## src/assert_macros.svh

```systemverilog
// Assertion helpers; empty when SYNTHESIS is defined.
`ifndef ASSERT_MACROS_SVH
`define ASSERT_MACROS_SVH

`ifndef SYNTHESIS
`define ASSERT_CLK_RST(label, clk, rst_n, prop, msg) \
  label: assert property (@(posedge clk) disable iff (!rst_n) (prop)) else $error(msg);
`define ASSERT_CLK(label, clk, prop, msg) \
  label: assert property (@(posedge clk) (prop)) else $error(msg);
`else
`define ASSERT_CLK_RST(label, clk, rst_n, prop, msg)
`define ASSERT_CLK(label, clk, prop, msg)
`endif

`endif

```

## src/slfr_pkg.sv

```systemverilog
package slfr_pkg;

  localparam int unsigned ByteW   = 8;
  localparam int unsigned LenW    = 16;
  localparam int unsigned MaxLenW = 17;
  localparam int unsigned PhaseW  = 3;

  localparam logic [ByteW-1:0] SyncFirst  = 8'hA5;
  localparam logic [ByteW-1:0] SyncSecond = 8'h5A;
  localparam logic [MaxLenW-1:0] HeaderBytes = 17'd4;
  localparam logic [MaxLenW-1:0] MaxFrameRst = 17'd65539;

  localparam logic [PhaseW-1:0] PhSync0 = 3'd0;
  localparam logic [PhaseW-1:0] PhSync1 = 3'd1;
  localparam logic [PhaseW-1:0] PhLenHi = 3'd2;
  localparam logic [PhaseW-1:0] PhLenLo = 3'd3;
  localparam logic [PhaseW-1:0] PhBody  = 3'd4;

  typedef enum logic [1:0] {
    ST_BUSY   = 2'd0,
    ST_GOOD   = 2'd1,
    ST_BADXOR = 2'd2,
    ST_ABORT  = 2'd3
  } status_e;

  typedef struct packed {
    logic [ByteW-1:0] frame_byte;
    logic             last;
    status_e          status;
  } result_t;

endpackage

```

## src/sync_length_xor_frame_receiver_core.sv

```systemverilog
// Receives one byte per transfer, hunts for the sync pair A5 5A, reads a big-endian
// length and passes every frame byte on; the last byte carries the frame status
// (1 good, 2 checksum mismatch, 3 aborted). Throughput is one byte per cycle while the
// output accepts results; the combinational parser sits between the input register and
// the result register. Stray bytes while hunting produce no result. max_frame_len is
// written through the config channel, which is always ready; write it only while no
// frame is in progress.
module sync_length_xor_frame_receiver_core (
  input  logic                         clk_i,
  input  logic                         rst_ni,
  input  logic                         in_valid_i,
  output logic                         in_ready_o,
  input  logic [slfr_pkg::ByteW-1:0]   rx_byte_i,
  output logic                         out_valid_o,
  input  logic                         out_ready_i,
  output logic [slfr_pkg::ByteW-1:0]   frame_byte_o,
  output logic                         last_o,
  output logic [1:0]                   status_o,
  input  logic                         cfg_valid_i,
  output logic                         cfg_ready_o,
  input  logic [slfr_pkg::MaxLenW-1:0] cfg_data_i
);
  import slfr_pkg::*;
`include "assert_macros.svh"

  logic             s1_valid;
  logic [ByteW-1:0] s1_byte;
  logic             take;
  logic             has_res;
  result_t          res;

  slfr_in_reg u_in_reg (
    .clk_i      (clk_i),
    .rst_ni     (rst_ni),
    .in_valid_i (in_valid_i),
    .in_ready_o (in_ready_o),
    .rx_byte_i  (rx_byte_i),
    .take_i     (take),
    .valid_o    (s1_valid),
    .byte_o     (s1_byte)
  );

  slfr_parser u_parser (
    .clk_i       (clk_i),
    .rst_ni      (rst_ni),
    .cfg_valid_i (cfg_valid_i),
    .cfg_ready_o (cfg_ready_o),
    .cfg_data_i  (cfg_data_i),
    .byte_i      (s1_byte),
    .take_i      (take),
    .has_res_o   (has_res),
    .res_o       (res)
  );

  slfr_out_reg u_out_reg (
    .clk_i        (clk_i),
    .rst_ni       (rst_ni),
    .valid_i      (s1_valid),
    .has_res_i    (has_res),
    .res_i        (res),
    .take_o       (take),
    .out_valid_o  (out_valid_o),
    .out_ready_i  (out_ready_i),
    .frame_byte_o (frame_byte_o),
    .last_o       (last_o),
    .status_o     (status_o)
  );

  `ASSERT_CLK_RST(a_last_status, clk_i, rst_ni,
    out_valid_o |-> (last_o == (status_o != ST_BUSY)), "last and status disagree")
  `ASSERT_CLK_RST(a_stall_full, clk_i, rst_ni,
    !in_ready_o |-> (s1_valid && out_valid_o && !out_ready_i), "input stalled while not full")
  `ASSERT_CLK_RST(a_take_valid, clk_i, rst_ni,
    take |-> s1_valid, "parser took an empty stage")
endmodule

```

## src/slfr_in_reg.sv

```systemverilog
module slfr_in_reg (
  input  logic                       clk_i,
  input  logic                       rst_ni,
  input  logic                       in_valid_i,
  output logic                       in_ready_o,
  input  logic [slfr_pkg::ByteW-1:0] rx_byte_i,
  input  logic                       take_i,
  output logic                       valid_o,
  output logic [slfr_pkg::ByteW-1:0] byte_o
);
  import slfr_pkg::*;

  logic             valid_q, valid_d;
  logic [ByteW-1:0] byte_q;

  assign in_ready_o = !valid_q || take_i;
  assign valid_d    = in_ready_o ? in_valid_i : valid_q;

  always_ff @(posedge clk_i or negedge rst_ni) begin
    if (!rst_ni) begin
      valid_q <= 1'b0;
    end else begin
      valid_q <= valid_d;
    end
  end

  always_ff @(posedge clk_i) begin
    if (in_ready_o && in_valid_i) begin
      byte_q <= rx_byte_i;
    end
  end

  assign valid_o = valid_q;
  assign byte_o  = byte_q;
endmodule

```

## src/slfr_parser.sv

```systemverilog
module slfr_parser (
  input  logic                         clk_i,
  input  logic                         rst_ni,
  input  logic                         cfg_valid_i,
  output logic                         cfg_ready_o,
  input  logic [slfr_pkg::MaxLenW-1:0] cfg_data_i,
  input  logic [slfr_pkg::ByteW-1:0]   byte_i,
  input  logic                         take_i,
  output logic                         has_res_o,
  output slfr_pkg::result_t            res_o
);
  import slfr_pkg::*;

  logic [MaxLenW-1:0] max_len_q;
  logic [PhaseW-1:0]  phase_q, phase_d;
  logic [ByteW-1:0]   len_hi_q, len_hi_d;
  logic [LenW-1:0]    left_q, left_d;
  logic [ByteW-1:0]   xor_q, xor_d;
  logic [LenW-1:0]    len_full;
  logic [LenW-1:0]    left_dec;
  logic [MaxLenW-1:0] total;

  assign cfg_ready_o = 1'b1;
  assign len_full    = {len_hi_q, byte_i};
  assign total       = {1'b0, len_full} + HeaderBytes;
  assign left_dec    = left_q - 1'b1;

  always_comb begin
    phase_d   = phase_q;
    len_hi_d  = len_hi_q;
    left_d    = left_q;
    xor_d     = xor_q;
    has_res_o = 1'b1;
    res_o.frame_byte = byte_i;
    res_o.last       = 1'b0;
    res_o.status     = ST_BUSY;
    case (phase_q)
      PhSync1: begin
        if (byte_i != SyncSecond) begin
          phase_d      = PhSync0;
          xor_d        = '0;
          res_o.last   = 1'b1;
          res_o.status = ST_ABORT;
        end else begin
          xor_d   = xor_q ^ byte_i;
          phase_d = PhLenHi;
        end
      end
      PhLenHi: begin
        len_hi_d = byte_i;
        xor_d    = xor_q ^ byte_i;
        phase_d  = PhLenLo;
      end
      PhLenLo: begin
        if (len_full == '0 || total > max_len_q) begin
          phase_d      = PhSync0;
          xor_d        = '0;
          left_d       = '0;
          res_o.last   = 1'b1;
          res_o.status = ST_ABORT;
        end else begin
          xor_d   = xor_q ^ byte_i;
          left_d  = len_full;
          phase_d = PhBody;
        end
      end
      PhBody: begin
        left_d = left_dec;
        if (left_dec == '0) begin
          phase_d      = PhSync0;
          xor_d        = '0;
          res_o.last   = 1'b1;
          res_o.status = (byte_i == xor_q) ? ST_GOOD : ST_BADXOR;
        end else begin
          xor_d = xor_q ^ byte_i;
        end
      end
      default: begin
        phase_d = PhSync0;
        if (byte_i != SyncFirst) begin
          has_res_o = 1'b0;
        end else begin
          xor_d    = byte_i;
          len_hi_d = '0;
          left_d   = '0;
          phase_d  = PhSync1;
        end
      end
    endcase
  end

  always_ff @(posedge clk_i or negedge rst_ni) begin
    if (!rst_ni) begin
      max_len_q <= MaxFrameRst;
      phase_q   <= PhSync0;
      len_hi_q  <= '0;
      left_q    <= '0;
      xor_q     <= '0;
    end else begin
      if (cfg_valid_i) begin
        max_len_q <= cfg_data_i;
      end
      if (take_i) begin
        phase_q  <= phase_d;
        len_hi_q <= len_hi_d;
        left_q   <= left_d;
        xor_q    <= xor_d;
      end
    end
  end
endmodule

```

## src/slfr_out_reg.sv

```systemverilog
module slfr_out_reg (
  input  logic                       clk_i,
  input  logic                       rst_ni,
  input  logic                       valid_i,
  input  logic                       has_res_i,
  input  slfr_pkg::result_t          res_i,
  output logic                       take_o,
  output logic                       out_valid_o,
  input  logic                       out_ready_i,
  output logic [slfr_pkg::ByteW-1:0] frame_byte_o,
  output logic                       last_o,
  output logic [1:0]                 status_o
);
  import slfr_pkg::*;

  logic    valid_q, valid_d;
  logic    free;
  result_t res_q;

  assign free    = !valid_q || out_ready_i;
  assign take_o  = valid_i && free;
  assign valid_d = free ? (take_o && has_res_i) : valid_q;

  always_ff @(posedge clk_i or negedge rst_ni) begin
    if (!rst_ni) begin
      valid_q <= 1'b0;
    end else begin
      valid_q <= valid_d;
    end
  end

  always_ff @(posedge clk_i) begin
    if (take_o) begin
      res_q <= res_i;
    end
  end

  assign out_valid_o  = valid_q;
  assign frame_byte_o = res_q.frame_byte;
  assign last_o       = res_q.last;
  assign status_o     = res_q.status;
endmodule

```

## config.mk

```make
export PLATFORM = sky130hd
export DESIGN_NAME = sync_length_xor_frame_receiver_core
export DESIGN_NICKNAME = d
export VERILOG_FILES = /design/src/slfr_pkg.sv /design/src/sync_length_xor_frame_receiver_core.sv /design/src/slfr_in_reg.sv /design/src/slfr_parser.sv /design/src/slfr_out_reg.sv
export VERILOG_INCLUDE_DIRS = /design/src /design/src/src
export SDC_FILE = /design/constraint.sdc
export NUM_CORES = 1
export LEC_CHECK = 0
export BUFFER_PORTS_ARGS = -buffer_cell sky130_fd_sc_hd__buf_2
export CAP_MARGIN = 15
export CORE_MARGIN = 3
export CORE_UTILIZATION = 45
export CTS_CLUSTER_SIZE = 30
export DETAILED_ROUTE_END_ITERATION = 12
export PLACE_DENSITY = 0.6
export SYNTH_ARGS = -nofsm -noshare
export SYNTH_HDL_FRONTEND = slang
export SYNTH_SLANG_ARGS = --single-unit
export TNS_END_PERCENT = 20
```

## constraint.sdc

```tcl
create_clock -name clk_i -period 4.2 [get_ports clk_i]
set_input_delay 0.63 -clock clk_i [delete_from_list [all_inputs] [get_ports clk_i]]
set_output_delay 0.63 -clock clk_i [all_outputs]
set_load 0.1 [all_outputs]
```

# Word-level counts from Yosys, hierarchy flattened
# Index checks and enable logic that the tools add are counted.
dict set report classes {
  reduce_logical 17
  bitwise 3
  mux 22
  addsub 2
  magnitude_cmp 1
  eq_ne 11
}
# operator n
set ops {}
lappend ops {{$pmux W16 S3} 1}
lappend ops {{$mux W8} 5}
lappend ops {{$logic_not A16 Y1} 2}
lappend ops {{$mux W16} 2}
lappend ops {{$pmux W8 S4} 1}
lappend ops {{$add A16 B3 Y17 const B} 1}
lappend ops {{$gt A17 B17 Y1} 1}
lappend ops {{$pmux W8 S2} 1}
lappend ops {{$sub A16 B1 Y16 const B} 1}
lappend ops {{$mux W3} 5}
lappend ops {{$pmux W3 S4} 1}
lappend ops {{$pmux W3 S3} 1}
lappend ops {{$eq A8 B8 Y1} 1}
lappend ops {{$ne A8 B7 Y1 const B} 1}
lappend ops {{$ne A8 B8 Y1 const B} 1}
lappend ops {{$xor A8 B8 Y8} 1}
lappend ops {{$eq A3 B2 Y1 const B} 2}
lappend ops {{$reduce_and A3 Y1} 2}
lappend ops {{$ne A5 B5 Y1 const B} 1}
lappend ops {{$mux W2} 2}
lappend ops {{$reduce_and A2 Y1} 2}
lappend ops {{$reduce_or A4 Y1} 1}
lappend ops {{$eq A3 B1 Y1 const B} 1}
lappend ops {{$eq A3 B3 Y1 const B} 1}
lappend ops {{10 further kinds} 18}
dict set report totals {
  ff_bits 73
  wordCells 67
}

# Logic depth before layout (Yosys ltp)
# Gate-level depths: netlist (run 1).
dict set report logic_depth {
  depth_word 5
  mapped_depth 17
  mapped_depth_nobuf 14
}

# Modules after synthesis
# A second synthesis (run 1) with hierarchy kept.
dict set report unflattened {
  hier_cells 517
  area_unflattened_um2 4629.4
}
# module instances cells_each seq_area_each_um2 area_each_um2
set modules_own_cells {}
lappend modules_own_cells {slfr_parser 1 489 1305.0 3950.0}
lappend modules_own_cells {slfr_out_reg 1 16 355.3 385.4}
lappend modules_own_cells {slfr_in_reg 1 12 265.3 294.0}

# Worst setup path after synthesis (run 1)
# No wires, ideal clock.
dict set report synth_path {
  kind {register -> register}
  startpoint {reg u_in_reg.byte_q[4], in the netlist u_in_reg.byte_o[4]}
  endpoint {reg u_parser.left_q[13]}
  path_buffers 3
  setup_slack_ns 0.805
  synth_period_minus_slack_ns 3.395
  path_stages_with_launch 18
  arrival_time_ns 3.268
  setup_ns 0.126
  cell_sequence {edfxtp_1 -> buf_1 -> and3_1 -> and2_1 -> nand3_1 -> nor2_1 -> nand4_1 -> xnor2_1 -> ha_1 -> nand4_1 -> nor3_1 -> o31ai_1 -> o211ai_1 -> a21oi_1 -> and3_1 -> buf_2 -> buf_2 -> a221o_1}
}
dict set report synth_between {
  elab_chain_len 5
  word_cells_on_any_way 9
}
# element line
set synth_rtl {}
lappend synth_rtl {{from (decl)} slfr_in_reg.sv:14} ;# logic [ByteW-1:0] byte_q;
lappend synth_rtl {{from (signal assigned)} slfr_in_reg.sv:29} ;# byte_q <= rx_byte_i;
lappend synth_rtl {{$add A16 B3 Y17} slfr_parser.sv:25} ;# assign total = {1'b0, len_full} + HeaderBytes;
lappend synth_rtl {{$gt A17 B17 Y1} slfr_parser.sv:55} ;# if (len_full == '0 || total > max_len_q) begin
lappend synth_rtl {{$logic_or A1 B1 Y1} slfr_parser.sv:55}
lappend synth_rtl {{$mux W16} slfr_parser.sv:55}
lappend synth_rtl {{$pmux W16 S3} slfr_parser.sv:37} ;# case (phase_q)
lappend synth_rtl {{to (signal assigned)} slfr_parser.sv:106} ;# left_q <= left_d;
lappend synth_rtl {{to (decl)} slfr_parser.sv:17} ;# logic [LenW-1:0] left_q, left_d;
# Several ways; a longest one is shown, not always the timed one.
# A chain may end at the register's enable or synchronous reset.

# Worst setup path in the final report (run 1)
dict set report layout_path {
  startpoint {reg u_in_reg.byte_q[5], in the netlist u_in_reg.byte_o[5]}
  endpoint {reg u_parser.left_q[14]}
}
# Same word-level chain as after synthesis.

==> run summary, run 1 <==
Clock sinks = 73
DR iter-0 viols = 207
Multi-input gate area = 0.00231 mm^2
Rows = 35
FMAX = 270 MHz
Gr ovfl total = 0
GP Congestion = 0.907
Critical Path Slowest Stage Cell = and3_1
Worst slew pin tran = 0.853 ns
RSZ-0062 raised after global routing = no
Worst Path Required = 4.48 ns
Lkg Pwr = 2.15 nW
Period utilization = 0.882
Run status = finished clean
DRC Markers = 0
Critical Path Start Type = flip-flop
Gr busiest metal = met2
# H-tree levels = 3
Cts repair resizes = 0
Critical Path Max Stage Delay = 0.65 ns
Worst-skew pair later-pin latency = 0.35 ns
Slew Limit Fails = 0
Rel. slew slack = 0.431
Post-CTS Setup Bufs = 0
CTS tree = built
DP Area = 0.00480 mm^2
Die X = 106 um
Layout cells sized above 1 = 0.178
Area growth, synth to finish = 12.0%
CP arrival = 3.99 ns
Vias in the first global route = 3642
Synth unique cells = 65
Largest net degree at the start of global routing = 36
Total wire length = 11.0 mm
Final Setup Violations = 0
Post-synth top flop = dfrtp_1
Post-synth top area cell = dfrtp_1
Max-cap violations = 0
Internal = 1.72 mW
Commonest non-fill, non-tap cell in the layout = dfrtp_1
Vias post-DR = 3686
Worst-path clk slew = 0.08 ns
Sequential area share after synthesis = 0.427
Met3 global-route usage = 0.0328
Nets = 564
Post-Syn Area = 0.00451 mm^2
Antenna cells = 0
Power share of the clock group = 0.224
TritonCTS Buffers = 9
Via/cell ratio = 5.71
Largest cells by area after synthesis = dfrtp_1, edfxtp_1, ha_1
Total core area = 0.00950 mm^2
Commonest cells after routing, fill and taps aside = dfrtp_1, o21ai_0, nand2_1
Met2 Usage GRT = 0.319
Crit. End Element = flip-flop
CTS Hold Buffers Added = 0
Sw frac = 0.416
Total track usage = 0.204
Switching pwr = 1.23 mW
Worst-path fanout max = 17
Average wire per standard cell = 17.1 um
Final core utilization = 0.532
Yosys Warn Count = 0
Initial Util = 0.475
Post-synthesis async set-or-reset flop share = 0.740
FF+latch area = 0.00193 mm^2
Fin area = 0.00505 mm^2
Post-synth EDFFs = 19
Worst VDD drop = 0.243 mV
Worst Hold Class = input port to async pin
Syn_nets = 530
Met1 GRT Util = 0.291
Seq pwr share = 0.373
Power Density = 584 mW/mm^2
Fin. Hold Viols = 0
Crit path max-delay family = simple AND/OR/NAND/NOR gates
CTS max path bufs = 2
Final ANT Viol Nets = 0
Final setup TNS = 0 ns
Clk_skew = 0.0133 ns
Worst Setup Path Type = flip-flop to flip-flop
Worst R2R Setup Slack = 0.49 ns
IO Count = 44
Flops & latches, synth = 73
First-pass GRT wire length = 18.2 mm
Final HPWL DP = 7.91 mm
Fillers = 904
Syn avg cell area = 9.46 um^2
Tmin final = 3.71 ns
CP Buf/Inv Count = 0
Post-Syn Instances = 477
Die area = 0.0113 mm^2
Post-synth top area share = 0.283
Combinational group share of total power = 0.402
I/O Buffers = 42
Worst-path cell chain = and3_1 -> and2_1 -> nand2_1 -> nor2_1 -> nand3_1 -> xnor2_1 -> ha_1 -> a211oi_1 -> nor2_1 -> a211oi_1 -> o211ai_1 -> a21oi_1 -> and3_1 -> a221o_1
Drt pass-1 iters = 6
CTS root buffer = clkbuf_8
Initial antenna violation count = 0
Die H = 106 um
## final timing paths
check	cells past startpoint	startpoint	to
worst max-delay path	14	u_in_reg.byte_o[5]	u_parser.left_q[14]
worst min-delay path	1	rst_ni	u_parser.max_len_q[8]
worst max register to register	14	u_in_reg.byte_o[5]	u_parser.left_q[14]
worst min register to register	2	u_parser.max_len_q[1]	u_parser.max_len_q[1]
max in group asynchronous	2	rst_ni	u_parser.len_hi_q[5]
min in group clk_i	1	rx_byte_i[0]	u_in_reg.byte_o[0]
## stage by stage
step                      hold slack [ns]  std cells  worst slack [ns]  total power [mW]
after floorplan                     0.334        477             0.805              2.08
after global placement              0.509        629             0.694              2.28
after detailed placement            0.519        629             0.531              2.30
after CTS                           0.393        645             0.517              2.96
after global routing                0.435        645             0.182              3.14
final                               0.373        645             0.494              2.95
## power by group through the flow
stage               Combinational [mW]  Sequential, mW  Clock (mW)
floorplan                        0.884            1.19           0
global placement                  1.17            1.11           0
detailed placement                1.19            1.11           0
CTS                               1.19            1.10       0.672
global route                      1.31            1.13       0.704
finish                            1.19            1.10       0.662
## state kept, by name, indices dropped and copies added, names as in the netlist
name	cells
u_out_reg.status_o	2
u_in_reg.valid_o	1
u_out_reg.out_valid_o	1
u_out_reg.frame_byte_o	8
u_in_reg.byte_o	8
u_parser.left_q	16
u_parser.phase_q	3
u_out_reg.last_o	1
u_parser.max_len_q	17
u_parser.xor_q	8
u_parser.len_hi_q	8
## final cells by class
cell class / count / area share
Tap cell: 129 / 0.0319
Clock inverter: 2 / 0.00743
Timing Repair Buffer: 50 / 0.0535
Clock buffer: 14 / 0.0426
Inverter: 35 / 0.0260
Sequential cell: 73 / 0.381
Multi-Input combinational cell: 342 / 0.458
## metal layers
layer | part of all wire | vias up
li1 | - | 1772
met1 | 0.47 | 1772
met2 | 0.46 | 126
met3 | 0.058 | 16
met4 | 0.016 | 0
met5 | 0 | -
## synth_stat cells (5+ instances only)
master	n
ha_1	23
a21oi_1	16
nand3_1	20
nor4_1	7
o21ai_0	45
a221o_1	14
nand2_1	43
and3_1	5
nor2_1	37
edfxtp_1	19
clkbuf_1	14
xnor2_1	23
buf_2	6
nand4_1	14
dfrtp_1	51
nor3_1	12
inv_1	33
a211oi_1	7
## logic make-up (layout without fill, tap and decap cells)
kind of cell | after synthesis | count (layout) | synth area share
buffers and inverters | 62 | 101 | 0.0607
adder cells (fa/ha/maj) | 23 | 23 | 0.0638
AO/OA/AOI/OAI | 112 | 112 | 0.176
flip-flops | 73 | 73 | 0.427
other | 1 | 1 | 0.000831
XOR/XNOR | 28 | 28 | 0.0560
multiplexers | 2 | 2 | 0.00471
AND/OR/NAND/NOR | 176 | 176 | 0.211
## worst reg2reg max path, cell delays in order, from the launching register on
cell and delay [ns]:
edfxtp_1 0.53, and3_1 0.23, and2_1 0.16, nand2_1 0.13, nor2_1 0.21, nand3_1 0.12
xnor2_1 0.15, ha_1 0.29, a211oi_1 0.21, nor2_1 0.08, a211oi_1 0.18, o211ai_1 0.22
a21oi_1 0.22, and3_1 0.65, a221o_1 0.27
Note: power is estimated with default switching activity, not from simulation.
==> run 2, diff against run 1 <==
ABC_AREA = 1   (was not set)
==> run 2 against run 1 <==
Total power fell by 42%. Sequential share of layout area rose by 0.20 points. Synthesized cell count rose by 16%. Register-to-register slack improved by 0.22 ns. Utilization fell by 0.28 points. Worst setup slack improved by 0.22 ns. Hold slack improved by 0.029 ns. Clock skew rose by 0.0028 ns. Sequential power fell by 24%. Wire length fell by 7.5%. Combinational power fell by 76%. Maximum frequency rose by 6.2%. Critical path type unchanged. Critical endpoint is now u_parser.xor_q[5].
==> run summary, run 2 <==
Run status = finished clean
Period utilization = 0.831 (-0.0512)
Final setup TNS = 0 ns (unchanged)
Adder-Cell Fraction of Synth Area = 0.0638 (about the same)
Syn_nets = 608 (+15%)
Synth Area in XOR/XNOR = 0.0463 (-0.00968)
Fin. Hold Viols = 0 (unchanged)
Worst VDD drop = 0.161 mV (-34%)
Most common cell in the netlist = nand2_1
Total wire length = 10.2 mm (-7.5%)
CP arrival = 3.76 ns (-0.23 ns)
Die area = 0.0113 mm^2 (about the same)
Worst-path fanout max = 18 (+1)
CTS tree = built
WHS = 0.403 ns (+0.0295 ns)
Critical Path Start Type = flip-flop
I/O Buffers = 42 (unchanged)
Largest family of logic cells by synthesized area = simple AND/OR/NAND/NOR gates
Initial antenna violation count = 0 (unchanged)
Final Setup Violations = 0 (unchanged)
# H-tree levels = 3 (unchanged)
Die X = 106 um (about the same)
Post-synth top flop = dfrtp_1
Total core area = 0.00950 mm^2 (unchanged)
Gr ovfl total = 0 (unchanged)
Rows = 35 (unchanged)
Post-synthesis async set-or-reset flop share = 0.740 (unchanged)
Worst-skew pair later-pin latency = 0.36 ns (about the same)
Fillers = 962 (+6.4%)
Largest register FFs = 17 (unchanged)
Largest regs = u_parser.max_len_q: 17 flops, u_parser.left_q: 16 flops
GP Congestion = 0.830 (-8.4%)
Clk_skew = 0.0161 ns (+0.00280 ns)
Post-synth top area cell = dfrtp_1
Post-CTS Setup Bufs = 0 (unchanged)
Final HPWL DP = 7.62 mm (-3.7%)
CTS max path bufs = 2 (unchanged)
Slew Limit Fails = 0 (unchanged)
Lkg Pwr = 2.37 nW (+10%)
Via/cell ratio = 4.96 (-13%)
Post-Syn Instances = 555 (+16%)
DP Area = 0.00482 mm^2 (+0.36%)
Syn avg cell area = 8.12 um^2 (-14%)
Post-Syn Area = 0.00451 mm^2 (about the same)
Nets = 650 (+15%)
Crit. End Element = flip-flop
Largest cells by area after synthesis = dfrtp_1, edfxtp_1, nand2_1
Final Instance Count excl. Fillers = 731 (+13%)
Max-cap violations = 0 (unchanged)
Yosys Warn Count = 0 (unchanged)
DRC Markers = 0 (unchanged)
First-pass GRT wire length = 17.3 mm (-5.0%)
TritonCTS Buffers = 9 (unchanged)
Largest net degree at the start of global routing = 55 (+53%)
Placed Instances = 715 (+14%)
Commonest cells after routing, fill and taps aside = nand2_1, inv_1, dfrtp_1
Post-synth top area share = 0.283 (about the same)
Post-synth EDFFs = 19 (unchanged)
FMAX = 286 MHz (+6.2%)
Final ANT Viol Nets = 0 (unchanged)
Die H = 106 um (about the same)
Average wire per standard cell = 14.0 um (-18%)
Initial Util = 0.475 (about the same)
CTS Hold Buffers Added = 0 (unchanged)
Area growth, synth to finish = 11.5%
Tmin final = 3.49 ns (-0.215 ns)
Layout cells sized above 1 = 0.186 (+0.00775)
Top reg by flops = u_parser.max_len_q
Rel. slew slack = 0.510 (+0.0783)
Synth unique cells = 42 (-35%)
Worst-path clk slew = 0.09 ns (about the same)
Fin area = 0.00503 mm^2 (-0.52%)
Reg-to-Reg Start = u_in_reg.byte_o[3]
Clock sinks = 73 (unchanged)
Most frequent cells after synthesis = nand2_1, inv_1, dfrtp_1
Drt pass-1 iters = 4 (-2)
Flops & latches, synth = 73 (unchanged)
Antenna cells = 0 (unchanged)
Vias post-DR = 3627 (-1.6%)
RSZ-0062 raised after global routing = no
Worst slew pin tran = 0.728 ns (-0.125 ns)
Commonest non-fill, non-tap cell in the layout = nand2_1
IO Count = 44 (unchanged)
Worst Setup Path Type = flip-flop to flip-flop
Total track usage = 0.193 (-0.0113)
Worst Path Required = 4.47 ns (about the same)
Post-synthesis compound-gate area fraction = 0.101 (-0.0751)
Cts repair resizes = 0 (unchanged)
CTS root buffer = clkbuf_8
Vias in the first global route = 3661 (+0.52%)
CP startpoint = u_in_reg.byte_o[3]
Portion of netlist area occupied by mux cells = 0.00250 (-0.00222)
Sequential area share after synthesis = 0.427 (about the same)
Worst Hold Class = input port to async pin
DR iter-0 viols = 201 (-2.9%)
Synth Area in Simple Gates = 0.266 (+0.0545)
Power Density = 340 mW/mm^2 (-42%)
==> run 2: layout make-up <==
class | count | area, um^2 | share of cell area
Clock buffer | 9 | 124 | 0.0246
Clock inverter | 7 | 85.1 | 0.0169
Inverter | 87 | 334 | 0.0665
Multi-Input combinational cell | 381 | 2160 | 0.431
Sequential cell | 73 | 1930 | 0.383
Tap cell | 129 | 161 | 0.0321
Timing Repair Buffer | 45 | 233 | 0.0463
==> run 2: cell families after synthesis <==
family,count (synthesis)
simple gates,251
buf+inv,101
compound gates,82
other cells,1
flops,73
xor+xnor,23
mux,1
fa+ha+maj,23
==> run 2: power breakdown <==
part / switching, mW / internal, mW / total (mW)
Clock: 0.300 / 0.287 / 0.587
Combinational: 0.195 / 0.0929 / 0.288
Sequential: 0.0452 / 0.789 / 0.834
==> run 2: worst max-delay path: stages (launching register included) <==
cell	delay [ns]
edfxtp_1	0.49
ha_1	0.23
nand2_1	0.07
nor2_2	0.12
nand3_1	0.12
nor3_2	0.22
nand3_2	0.13
nor2_1	0.13
xor2_1	0.15
inv_1	0.06
ha_1	0.29
nand2_1	0.05
nor2_1	0.13
nand2_1	0.08
inv_1	0.08
nand4_1	0.08
nand2_1	0.13
nand3_2	0.29
nand2_1	0.15
inv_1	0.06
nand2_2	0.15
nand2_1	0.07
a21oi_1	0.13
==> run 2: per-layer routing <==
layer	part of all wire	global-route usage	vias to the layer above
li1	-	-	1861
met1	0.45	0.254	1667
met2	0.48	0.319	85
met3	0.048	0.0419	14
met4	0.014	0.0574	0
met5	0	0	-
==> run 2: final timing paths <==
check / to / slack [ns] / cells after the start
min: u_parser.max_len_q[6] / 0.40 / 2
max: u_parser.xor_q[5] / 0.71 / 22
min reg2reg: u_parser.max_len_q[16] / 0.50 / 2
min in group clk_i: u_in_reg.byte_o[7] / 0.44 / 1
max in group asynchronous: u_parser.phase_q[1] / 3.28 / 2
max reg2reg: u_parser.xor_q[5] / 0.71 / 22
==> run 2: metrics by stage <==
| step | utilization | total power [mW] | setup WS [ns] |
|---|---|---|---|
| after global routing | 0.529 | 1.81 | 0.252 |
| final | 0.529 | 1.71 | 0.709 |
| after CTS | 0.529 | 1.73 | 0.699 |
| after floorplan | - | 1.05 | 1.36 |
| after detailed placement | 0.507 | 1.14 | 0.723 |
| after global placement | 0.507 | 1.13 | 0.794 |
